[src/sv/bmp_pkg.sv]
// ============================================================================
// bmp_pkg: shared types and constants of the BLE-MIDI packet parser
// Byte classification record, result record, parse phase codes and the
// MIDI status constants used by the front end and the parser.
// ============================================================================
package bmp_pkg;

  // Depths of the byte queue behind the front end and of the result queue.
  localparam int FrontDepth = 4;
  localparam int FrontPtrW  = $clog2(FrontDepth);
  localparam int FrontCntW  = $clog2(FrontDepth + 1);
  localparam int OutDepth   = 2;
  localparam int OutPtrW    = $clog2(OutDepth);
  localparam int OutCntW    = $clog2(OutDepth + 1);

  // Parse phases.
  localparam logic [2:0] PH_WAIT     = 3'd0;
  localparam logic [2:0] PH_BOUNDARY = 3'd1;
  localparam logic [2:0] PH_AFTER_TS = 3'd2;
  localparam logic [2:0] PH_DATA1    = 3'd3;
  localparam logic [2:0] PH_DATA2    = 3'd4;

  // Upper status nibbles.
  localparam logic [3:0] ST_NOTE_OFF = 4'h8;
  localparam logic [3:0] ST_NOTE_ON  = 4'h9;
  localparam logic [3:0] ST_CTRL_CHG = 4'hB;

  // Event kind codes on the result port.
  localparam logic [1:0] KIND_NOTE_OFF = 2'd0;
  localparam logic [1:0] KIND_NOTE_ON  = 2'd1;
  localparam logic [1:0] KIND_CTRL_CHG = 2'd2;

  typedef struct packed {
    logic [7:0] data;
    logic       start;      // header byte of a new packet
    logic       high;       // bit 7 set
    logic       supported;  // status kind that carries a two-byte message
  } byte_info_t;

  typedef struct packed {
    logic [1:0]  kind;
    logic [3:0]  channel;
    logic [7:0]  first_data;
    logic [7:0]  second_data;
    logic [12:0] timestamp;
  } event_t;

  function automatic logic kind_supported(input logic [7:0] status);
    return (status[7:4] == ST_NOTE_OFF) || (status[7:4] == ST_NOTE_ON) ||
           (status[7:4] == ST_CTRL_CHG);
  endfunction

endpackage

[src/sv/bmp_front.sv]
// ============================================================================
// bmp_front: byte intake and classification
// Takes raw packet bytes, tags them, and holds them in a short queue for
// the parser.
// ============================================================================
module bmp_front import bmp_pkg::*; (
  input  logic       clk_i,
  input  logic       rst_ni,
  input  logic       push_i,
  output logic       full_o,
  input  logic [7:0] data_byte_i,
  input  logic       packet_start_i,
  output logic       valid_o,
  output byte_info_t info_o,
  input  logic       pop_i
);

  byte_info_t                 mem_q [FrontDepth];
  logic [FrontPtrW-1:0]       wr_ptr_q, rd_ptr_q;
  logic [FrontCntW-1:0]       count_q;
  logic                       do_push, do_pop;
  byte_info_t                 info_in;

  assign full_o  = (count_q == FrontCntW'(FrontDepth));
  assign valid_o = (count_q != '0);
  assign info_o  = mem_q[rd_ptr_q];
  assign do_push = push_i && !full_o;
  assign do_pop  = pop_i && valid_o;

  always_comb begin
    info_in.data      = data_byte_i;
    info_in.start     = packet_start_i;
    info_in.high      = data_byte_i[7];
    info_in.supported = kind_supported(data_byte_i);
  end

  always_ff @(posedge clk_i) begin
    if (do_push) begin
      mem_q[wr_ptr_q] <= info_in;
    end
  end

  always_ff @(posedge clk_i or negedge rst_ni) begin
    if (!rst_ni) begin
      wr_ptr_q <= '0;
      rd_ptr_q <= '0;
      count_q  <= '0;
    end else begin
      if (do_push) wr_ptr_q <= wr_ptr_q + 1'b1;
      if (do_pop)  rd_ptr_q <= rd_ptr_q + 1'b1;
      if (do_push && !do_pop) begin
        count_q <= count_q + 1'b1;
      end else if (do_pop && !do_push) begin
        count_q <= count_q - 1'b1;
      end
    end
  end

endmodule

[src/sv/bmp_parser.sv]
// ============================================================================
// bmp_parser: message parser
// Walks the classified bytes through the BLE-MIDI message phases and emits
// note and control change events.
// ============================================================================
module bmp_parser import bmp_pkg::*; (
  input  logic       clk_i,
  input  logic       rst_ni,
  input  logic       valid_i,
  input  byte_info_t info_i,
  output logic       pop_o,
  input  logic       ev_full_i,
  output logic       ev_push_o,
  output event_t     ev_o
);

  logic [2:0] phase_q, phase_d;
  logic [7:0] status_q, status_d;
  logic [5:0] stamp_high_q, stamp_high_d;
  logic [6:0] stamp_low_q, stamp_low_d;
  logic [7:0] held_q, held_d;

  // A byte is taken only when a result it may cause has room.
  assign pop_o = valid_i && !ev_full_i;

  always_comb begin
    phase_d      = phase_q;
    status_d     = status_q;
    stamp_high_d = stamp_high_q;
    stamp_low_d  = stamp_low_q;
    held_d       = held_q;
    ev_push_o    = 1'b0;
    ev_o.kind        = KIND_NOTE_OFF;
    ev_o.channel     = status_q[3:0];
    ev_o.first_data  = held_q;
    ev_o.second_data = info_i.data;
    ev_o.timestamp   = {stamp_high_q, stamp_low_q};

    if (pop_o) begin
      if (info_i.start) begin
        stamp_high_d = info_i.data[5:0];
        stamp_low_d  = '0;
        status_d     = '0;
        phase_d      = PH_BOUNDARY;
      end else begin
        case (phase_q)
          PH_BOUNDARY, PH_AFTER_TS: begin
            if (info_i.high && phase_q == PH_BOUNDARY) begin
              stamp_low_d = info_i.data[6:0];
              phase_d     = PH_AFTER_TS;
            end else if (info_i.high) begin
              status_d = info_i.data;
              phase_d  = info_i.supported ? PH_DATA1 : PH_BOUNDARY;
            end else if (kind_supported(status_q)) begin
              held_d  = info_i.data;
              phase_d = PH_DATA2;
            end else begin
              phase_d = PH_BOUNDARY;
            end
          end
          PH_DATA1: begin
            held_d  = info_i.data;
            phase_d = PH_DATA2;
          end
          PH_DATA2: begin
            phase_d = PH_BOUNDARY;
            case (status_q[7:4])
              ST_NOTE_OFF: begin
                ev_o.kind = KIND_NOTE_OFF;
                ev_push_o = 1'b1;
              end
              ST_NOTE_ON: begin
                ev_o.kind = KIND_NOTE_ON;
                ev_push_o = (info_i.data != 8'd0);
              end
              ST_CTRL_CHG: begin
                ev_o.kind = KIND_CTRL_CHG;
                ev_push_o = 1'b1;
              end
              default: ev_push_o = 1'b0;
            endcase
          end
          default: phase_d = phase_q;
        endcase
      end
    end
  end

  always_ff @(posedge clk_i or negedge rst_ni) begin
    if (!rst_ni) begin
      phase_q      <= PH_WAIT;
      status_q     <= '0;
      stamp_high_q <= '0;
      stamp_low_q  <= '0;
      held_q       <= '0;
    end else begin
      phase_q      <= phase_d;
      status_q     <= status_d;
      stamp_high_q <= stamp_high_d;
      stamp_low_q  <= stamp_low_d;
      held_q       <= held_d;
    end
  end

  // An event only closes a message whose second data byte is being taken.
  a_event_from_data2: assert property (@(posedge clk_i) disable iff (!rst_ni)
    ev_push_o |-> (pop_o && !info_i.start && phase_q == PH_DATA2))
    else $error("event emitted outside the second data phase");

  // A header byte always lands the parser on a clean message boundary.
  a_header_resets: assert property (@(posedge clk_i) disable iff (!rst_ni)
    (pop_o && info_i.start) |=> (phase_q == PH_BOUNDARY && status_q == 8'd0 &&
                                 stamp_low_q == 7'd0))
    else $error("header byte did not reset the parse state");

  // A stalled parser leaves its state untouched.
  a_stall_holds: assert property (@(posedge clk_i) disable iff (!rst_ni)
    !pop_o |=> ($stable(phase_q) && $stable(status_q) && $stable(held_q)))
    else $error("parse state moved while no byte was taken");

endmodule

[src/sv/bmp_out_queue.sv]
// ============================================================================
// bmp_out_queue: result queue
// Two-entry queue of finished events in front of the result port.
// ============================================================================
module bmp_out_queue import bmp_pkg::*; (
  input  logic   clk_i,
  input  logic   rst_ni,
  input  logic   push_i,
  input  event_t ev_i,
  output logic   full_o,
  output logic   empty_o,
  input  logic   pop_i,
  output event_t ev_o
);

  event_t             mem_q [OutDepth];
  logic [OutPtrW-1:0] wr_ptr_q, rd_ptr_q;
  logic [OutCntW-1:0] count_q;
  logic               do_push, do_pop;

  assign full_o  = (count_q == OutCntW'(OutDepth));
  assign empty_o = (count_q == '0);
  assign ev_o    = mem_q[rd_ptr_q];
  assign do_push = push_i && !full_o;
  assign do_pop  = pop_i && !empty_o;

  always_ff @(posedge clk_i) begin
    if (do_push) begin
      mem_q[wr_ptr_q] <= ev_i;
    end
  end

  always_ff @(posedge clk_i or negedge rst_ni) begin
    if (!rst_ni) begin
      wr_ptr_q <= '0;
      rd_ptr_q <= '0;
      count_q  <= '0;
    end else begin
      if (do_push) wr_ptr_q <= wr_ptr_q + 1'b1;
      if (do_pop)  rd_ptr_q <= rd_ptr_q + 1'b1;
      if (do_push && !do_pop) begin
        count_q <= count_q + 1'b1;
      end else if (do_pop && !do_push) begin
        count_q <= count_q - 1'b1;
      end
    end
  end

endmodule

[src/sv/ble_midi_packet_parser_top.sv]
// ============================================================================
// ble_midi_packet_parser_top: BLE-MIDI packet parser
// Parses a stream of BLE-MIDI packet bytes into note off, note on and
// control change events with their 13-bit timestamps.
// ============================================================================
//
//  Channel  Direction  Handshake            Item
//  -------  ---------  -------------------  ---------------------------------
//  input    in         push / full          data_byte_i, packet_start_i
//  result   out        empty / pop          event_kind_o, channel_o,
//                                           first_data_o, second_data_o,
//                                           timestamp_o
//
//  One byte is accepted per cycle when neither queue backs up. An event
//  reaches the result ports once the byte closing it is stored in the
//  byte queue and its event in the result queue. The rate is set by the
//  parser, which retires one byte per cycle while the result queue has room.
//  Reset is asynchronous and active low; afterwards the parser waits for
//  a header byte and both queues are empty.
//  A stalled result side fills the two-entry result queue, then the parser
//  stops and the four-entry byte queue absorbs input before full rises.
//
module ble_midi_packet_parser_top import bmp_pkg::*; (
  input  logic        clk_i,
  input  logic        rst_ni,
  input  logic        push,
  output logic        full,
  input  logic [7:0]  data_byte_i,
  input  logic        packet_start_i,
  output logic        empty,
  input  logic        pop,
  output logic [1:0]  event_kind_o,
  output logic [3:0]  channel_o,
  output logic [7:0]  first_data_o,
  output logic [7:0]  second_data_o,
  output logic [12:0] timestamp_o
);

  // Classified bytes waiting for the parser.
  logic       byte_valid;
  byte_info_t byte_info;
  logic       byte_pop;

  // Events on their way to the result queue.
  logic   ev_push;
  logic   ev_full;
  event_t ev_new;
  event_t ev_head;

  // Front end: tags each byte and buffers it so a parser stall holds the
  // input only once the byte queue is full.
  bmp_front u_front (
    .clk_i          (clk_i),
    .rst_ni         (rst_ni),
    .push_i         (push),
    .full_o         (full),
    .data_byte_i    (data_byte_i),
    .packet_start_i (packet_start_i),
    .valid_o        (byte_valid),
    .info_o         (byte_info),
    .pop_i          (byte_pop)
  );

  // Back end: the message state machine. It takes a byte only when the
  // result queue has room for the event that byte might produce.
  bmp_parser u_parser (
    .clk_i     (clk_i),
    .rst_ni    (rst_ni),
    .valid_i   (byte_valid),
    .info_i    (byte_info),
    .pop_o     (byte_pop),
    .ev_full_i (ev_full),
    .ev_push_o (ev_push),
    .ev_o      (ev_new)
  );

  // Result queue: decouples the parser from the consumer.
  bmp_out_queue u_out_queue (
    .clk_i   (clk_i),
    .rst_ni  (rst_ni),
    .push_i  (ev_push),
    .ev_i    (ev_new),
    .full_o  (ev_full),
    .empty_o (empty),
    .pop_i   (pop),
    .ev_o    (ev_head)
  );

  assign event_kind_o  = ev_head.kind;
  assign channel_o     = ev_head.channel;
  assign first_data_o  = ev_head.first_data;
  assign second_data_o = ev_head.second_data;
  assign timestamp_o   = ev_head.timestamp;

endmodule

[config.mk]
export PLATFORM = sky130hd
export DESIGN_NAME = ble_midi_packet_parser_top
export DESIGN_NICKNAME = d
export VERILOG_FILES = /design/src/sv/bmp_pkg.sv /design/src/sv/bmp_front.sv /design/src/sv/bmp_parser.sv /design/src/sv/bmp_out_queue.sv /design/src/sv/ble_midi_packet_parser_top.sv
export SDC_FILE = /design/constraint.sdc
export NUM_CORES = 1
export LEC_CHECK = 0
export BUFFER_PORTS_ARGS = -buffer_cell sky130_fd_sc_hd__buf_2
export CAP_MARGIN = 10
export CORE_MARGIN = 1
export CORE_UTILIZATION = 45
export DETAILED_ROUTE_END_ITERATION = 6
export GPL_TIMING_DRIVEN = 0
export PLACE_DENSITY_LB_ADDON = 0.15
export SYNTH_ARGS = -nofsm -noshare
export SYNTH_HDL_FRONTEND = slang
export SYNTH_SLANG_ARGS = --single-unit
[constraint.sdc]
create_clock -name clk_i -period 3.6 [get_ports clk_i]
set_input_delay 0.72 -clock clk_i [delete_from_list [all_inputs] [get_ports clk_i]]
set_output_delay 0.72 -clock clk_i [all_outputs]
set_load 0.1 [all_outputs]
==> reports/results.ini, run 1 <==
[grt]
met1_usage_pct = 22.15
met3_usage_pct = 4.933
grt_pass1_wl_um = 17590
antenna_found_initial = 0
grt_max_degree = 44
grtUsageMet2_pct = 27.12
grt_usage_pct = 17.40
grt.overflow.total = 0
busiest_layer = met2
grt_pass1_vias = 3191

[min_path]
hold_path.class = primary input to async pin

[yosys]
synth_cells = 341
async_flop_share_pct = 28.10
yosys_warnings = 0
seq_area_frac_synth_pct = 71.27
ys.flop_type = edfxtp_1
synth_enable_flop_cells = 110
avgSynthCellArea_um2 = 18.02
ys_seq_elements = 153
synth_fp_nets = 361
yosys-top-cells-area = edfxtp_1 (54%), dfrtp_1 (18%), mux2_2 (6.6%)
yosysTopAreaCell = edfxtp_1
synth.top_cell.area_share_pct = 53.76
syn-cell-area_um2 = 6145
synth_cell_type_count = 49

[power]
p_leak_uw = 0.002655
powerDensity_nw_per_um2 = 962.5
max-vdd-ir-drop_mv = 0.4792

[run]
max_cap_viol_count = 0

[route]
wl_um = 10850
drcViolationCount = 0
drtPass1Iterations = 4
drt_iter0_drc = 212
wl_per_cell_um = 18.12
viasPerCell = 5.117
ant_nets = 0
vias = 3065

[finish]
drive_gt1_share_pct = 34.52
final_cell_mix = edfxtp_1 (110), buf_2 (52), dfrtp_1 (43), mux2_2 (36), mux2_1 (20)
final_util_pct = 53.74
final_common_cell = edfxtp_1
n_antenna_cell = 0
instances_no_fill = 599
syn_to_final_growth_pct = 16.27
nets = 430

[die]
dieArea_um2 = 14130
die_w_um = 118.9
fp.dieH_um = 118.9
initial_core_util_pct = 46.22
num_rows = 42
core_um2 = 13300
ios = 50

[timing]
fmax_mhz = 316.4
period_needed_ns = 3.160
finalSetupViolations = 0
skew_ns = 0.01377
period_share_pct = 87.79
tightest_slew_ns = 1.018
maxSlewViolCount = 0
max-slew-margin-rel_pct = 32.14
final_hold_viol_count = 0
grt_setup_unrepaired = false

[clocking]
insertion_delay_ns = 0.43
clockBufferDepth = 2
cts_setup_buffers = 0
cts_root_buf = clkbuf_16
cts.sinks = 153
postCtsHoldBufs = 0
numCtsBuffers = 17
cts.reportedPaths.clkPinSlew_ns = 0.06
cts_tree = built
htreeDepth = 4
cts_resized = 0

[setup_path]
required_ns = 2.88
endpoint_kind = primary output
worst-path-max-fanout = 10
crit_arrival_ns = 2.44
r2r_slack_ns = 0.61
cp-start-kind = register
worstSetupPathType = register to primary output

[placement]
dp_hpwl_um = 6633
io_buffers = 49
placed_cells = 567
gp_congestion = 0.7805

[run_status]
status = finished, final reports clean

routing by layer:
| layer | wire length (µm) | share of wire (%) |
|---|---|---|
| met1 | 4948 | 46 |
| met2 | 5242 | 48 |
| met3 | 390 | 3.6 |
| met4 | 271 | 2.5 |
| met5 | 0 | 0 |
metrics by stage:
step	hold WS [ns]	TNS, ns	instance area, µm²	total power, µW	setup slack [ns]
floorplan	0.4244	0	6152	4809	0.5837
global placement	0.4459	-4.967	6618	5351	-0.1452
detailed placement	0.4540	0	6644	5409	0.6129
CTS	0.4668	0	7144	6953	0.3170
global route	0.4802	0	7144	7232	0.2381
finish	0.4665	0	7144	6876	0.4396
flip-flops by register name (all words and copies together) (netlist names):
| signal | flops |
|---|---|
| u_front.mem_q | 40 |
| u_out_queue.wr_ptr_q | 1 |
| u_parser.status_q | 8 |
| u_out_queue.rd_ptr_q | 1 |
| u_parser.stamp_low_q | 7 |
| u_parser.held_q | 8 |
| u_parser.stamp_high_q | 6 |
| u_out_queue.count_q | 2 |
| u_front.wr_ptr_q | 2 |
| u_front.rd_ptr_q | 2 |
| u_out_queue.mem_q | 70 |
| u_parser.phase_q | 3 |
| u_front.count_q | 3 |
final cells by class:
| cell class | instances | area [µm²] |
|---|---|---|
| buffer | 12 | 63.81 |
| sequential | 153 | 4379 |
| fill | 1095 | 6151 |
| multi-input combinational | 169 | 1689 |
| inverter | 7 | 26.28 |
| tap | 176 | 220.2 |
| timing repair buffer | 50 | 265.3 |
| clock inverter | 9 | 52.55 |
| clock buffer | 23 | 447.9 |
power by group:
part	switching (µW)	internal, µW
registers	199	2350
clock network	658	871
logic	1880	917
total	2740	4140
cells in the mapped netlist, types with 2 or more instances:
| library cell | n |
|---|---|
| a31oi_1 | 2 |
| xor2_1 | 4 |
| edfxtp_1 | 110 |
| ha_1 | 6 |
| a21oi_1 | 6 |
| dfrtp_1 | 43 |
| mux2_2 | 36 |
| buf_6 | 2 |
| nor2b_1 | 14 |
| o21a_1 | 2 |
| mux2_1 | 20 |
| clkbuf_1 | 7 |
| nor3_4 | 2 |
| and2_1 | 5 |
| nand2b_1 | 2 |
| xnor2_1 | 7 |
| nor2_1 | 9 |
| inv_1 | 5 |
| mux2_4 | 7 |
| nor3b_1 | 2 |
| buf_2 | 3 |
| nand3_1 | 2 |
| nor2_2 | 2 |
| nand2_1 | 5 |
| mux4_2 | 10 |
| o21ai_1 | 3 |
| o22ai_1 | 3 |
worst paths after layout:
| check | start | end | cells after the start |
|---|---|---|---|
| setup / recovery | u_out_queue.rd_ptr_q | event_kind_o[0] | 4 |
| hold / removal | rst_ni | u_out_queue.count_q[1] | 1 |
| setup reg to reg | u_front.rd_ptr_q[0] | u_out_queue.mem_q[1][16] | 5 |
| hold reg to reg | u_parser.stamp_low_q[0] | u_out_queue.mem_q[1][0] | 0 |
| max in group asynchronous | rst_ni | u_parser.status_q[5] | 1 |
| min in group clk_i | u_parser.stamp_low_q[0] | u_out_queue.mem_q[1][0] | 0 |
cell families after synthesis:
kind of cell / count (synthesis) / share of synthesized area (%)
flip-flops: 153 / 71.27
adder cells (fa/ha/maj): 9 / 1.934
buffers and inverters: 19 / 1.466
AND/OR/NAND/NOR: 51 / 5.355
XOR/XNOR: 11 / 1.568
AO/OA/AOI/OAI: 25 / 2.769
multiplexers: 73 / 15.64
worst max-delay path: stages, from the launching register on:
cell and delay (ns):
dfrtp_1 0.32, clkbuf_1 0.41, clkbuf_1 0.58, mux2_2 0.42, buf_2 0.29
No activity file was read; power rests on OpenSTA's default activity.
==> run 2, diff against run 1 <==
- MAX_ROUTING_LAYER: default -> met4
- PLACE_DENSITY_LB_ADDON: 0.15 -> default
- clock period: 3.6 -> 3.4 ns (I/O delays scaled with it)
==> reports/results.ini, run 2 (synthesis gave the netlist of run 1 again) <==
[route]
drcViolationCount = 0
wl_per_cell_um = 17.82
wl_um = 10680
drt_iter0_drc = 157
ant_nets = 0
drtPass1Iterations = 4
vias = 3044
viasPerCell = 5.082

[grt]
grt_usage_pct = 17.20
grt_pass1_vias = 3145
grt.overflow.total = 0
grt_pass1_wl_um = 17150
grt_max_degree = 44
antenna_found_initial = 0

[die]
ios = 50
num_rows = 42
die_w_um = 118.9
core_um2 = 13300
initial_core_util_pct = 46.22
dieArea_um2 = 14130
fp.dieH_um = 118.9

[timing]
tightest_slew_ns = 1.042
max-slew-margin-rel_pct = 30.52
period_needed_ns = 3.158
final_hold_viol_count = 0
maxSlewViolCount = 0
period_share_pct = 92.88
finalSetupViolations = 0
tns_ns = 0
fmax_mhz = 316.7
skew_ns = 0.008379
grt_setup_unrepaired = false

[clocking]
cts.sinks = 153
postCtsHoldBufs = 0
cts_resized = 0
cts_root_buf = clkbuf_16
insertion_delay_ns = 0.41
clockBufferDepth = 2
cts.reportedPaths.clkPinSlew_ns = 0.06
cts_tree = built
numCtsBuffers = 17
htreeDepth = 4
cts_setup_buffers = 0

[min_path]
hold_path.class = primary input to async pin

[setup_path]
required_ns = 2.72
r2r_cells = 5
path_cells = clkbuf_1 > clkbuf_1 > mux2_2 > buf_2
worst-path-max-fanout = 10
crit_slowest_cell = clkbuf_1
r2r_slack_ns = 0.49
critPathTopFamily = buffers and inverters
cp-start-kind = register
r2r_start = u_front.rd_ptr_q[0]
critPathBufInv = 3
endpoint_kind = primary output
crit_cells = 4
cp_slowest_stage_delay_ns = 0.60
worstSetupPathType = register to primary output
cp_common_cell = clkbuf_1
crit_arrival_ns = 2.48
r2r-end = u_out_queue.mem_q[1][14]

[finish]
top_regs = u_out_queue.mem_q x70, u_front.mem_q x40
largest_reg_flops = 70
instances_no_fill = 599
final_util_pct = 54.42
n_antenna_cell = 0
nets = 430
final_common_cell = edfxtp_1
top_register = u_out_queue.mem_q
drive_gt1_share_pct = 35.70
final_cell_mix = edfxtp_1 (110), buf_2 (52), dfrtp_1 (43), mux2_2 (36), mux2_1 (20)
syn_to_final_growth_pct = 17.76

[placement]
placed_cells = 567
gp_congestion = 0.8120
dp_hpwl_um = 6722
io_buffers = 49

[run_status]
status = finished, final reports clean

[power]
powerDensity_nw_per_um2 = 1038
power_uw = 7511
max-vdd-ir-drop_mv = 0.4583
p_leak_uw = 0.002710

[run]
max_cap_viol_count = 0

run 2: cell types whose count changed in the layout (fill, tap and decap cells not counted), sizes merged:
cell      before  now
clkbuf        30   26
clkinvlp       2    0
bufinv         0    3
clkinv         7   10
run 2: metrics by stage:
step / hold WS, ns / setup WS [ns] / area (µm²)
6_report: 0.4551 / 0.2422 / 7236
4_1_cts: 0.4660 / 0.1254 / 7236
5_1_grt: 0.4734 / 0.08522 / 7236
2_1_floorplan: 0.3844 / 0.3837 / 6152
3_5_place_dp: 0.4530 / 0.4477 / 6651
3_3_place_gp: 0.4459 / -0.3402 / 6618
run 2: how the worst max path moves through the flow:
stage | from | endpoint | slack [ns]
3_3_place_gp | u_front.rd_ptr_q[0] | u_out_queue.mem_q[0][18] | -0.34
6_report | u_out_queue.rd_ptr_q | second_data_o[6] | 0.24
4_1_cts | u_out_queue.rd_ptr_q | second_data_o[6] | 0.13
3_5_place_dp | u_front.rd_ptr_q[0] | u_out_queue.mem_q[1][18] | 0.45
2_1_floorplan | u_front.count_q[1] | u_front.count_q[1] | 0.38
5_1_grt | u_out_queue.rd_ptr_q | second_data_o[6] | 0.09
run 2: worst register-to-register path: stages (launching register included):
cell	delay, ns
dfrtp_1	0.43
mux4_2	0.65
nor2b_1	0.23
and4_1	0.24
and3_4	0.22
and2_2	0.72
run 2: where the power goes:
| group | switching [µW] | total (µW) | leakage (µW) | internal [µW] |
|---|---|---|---|---|
| Sequential | 205 | 2690 | 0.00152 | 2490 |
| Clock | 706 | 1850 | 0.000294 | 1150 |
| Combinational | 1990 | 2970 | 0.000894 | 971 |
| Total | 2910 | 7510 | 0.00271 | 4610 |
run 2: layer usage:
| layer | routed length [µm] | GRT usage, % |
|---|---|---|
| met5 | 0 | - |
| met4 | 157 | 6.646 |
| met3 | 387 | 4.885 |
| met2 | 5187 | 26.28 |
| met1 | 4943 | 21.88 |
run 2: final cells by class:
type,count,area (µm²)
Buffer,12,63.81
Clock buffer,19,432.9
Clock inverter,13,151.4
Fill cell,1094,6060
Inverter,7,26.28
Multi-Input combinational cell,169,1689
Sequential cell,153,4379
Tap cell,176,220.2
Timing Repair Buffer,50,272.8
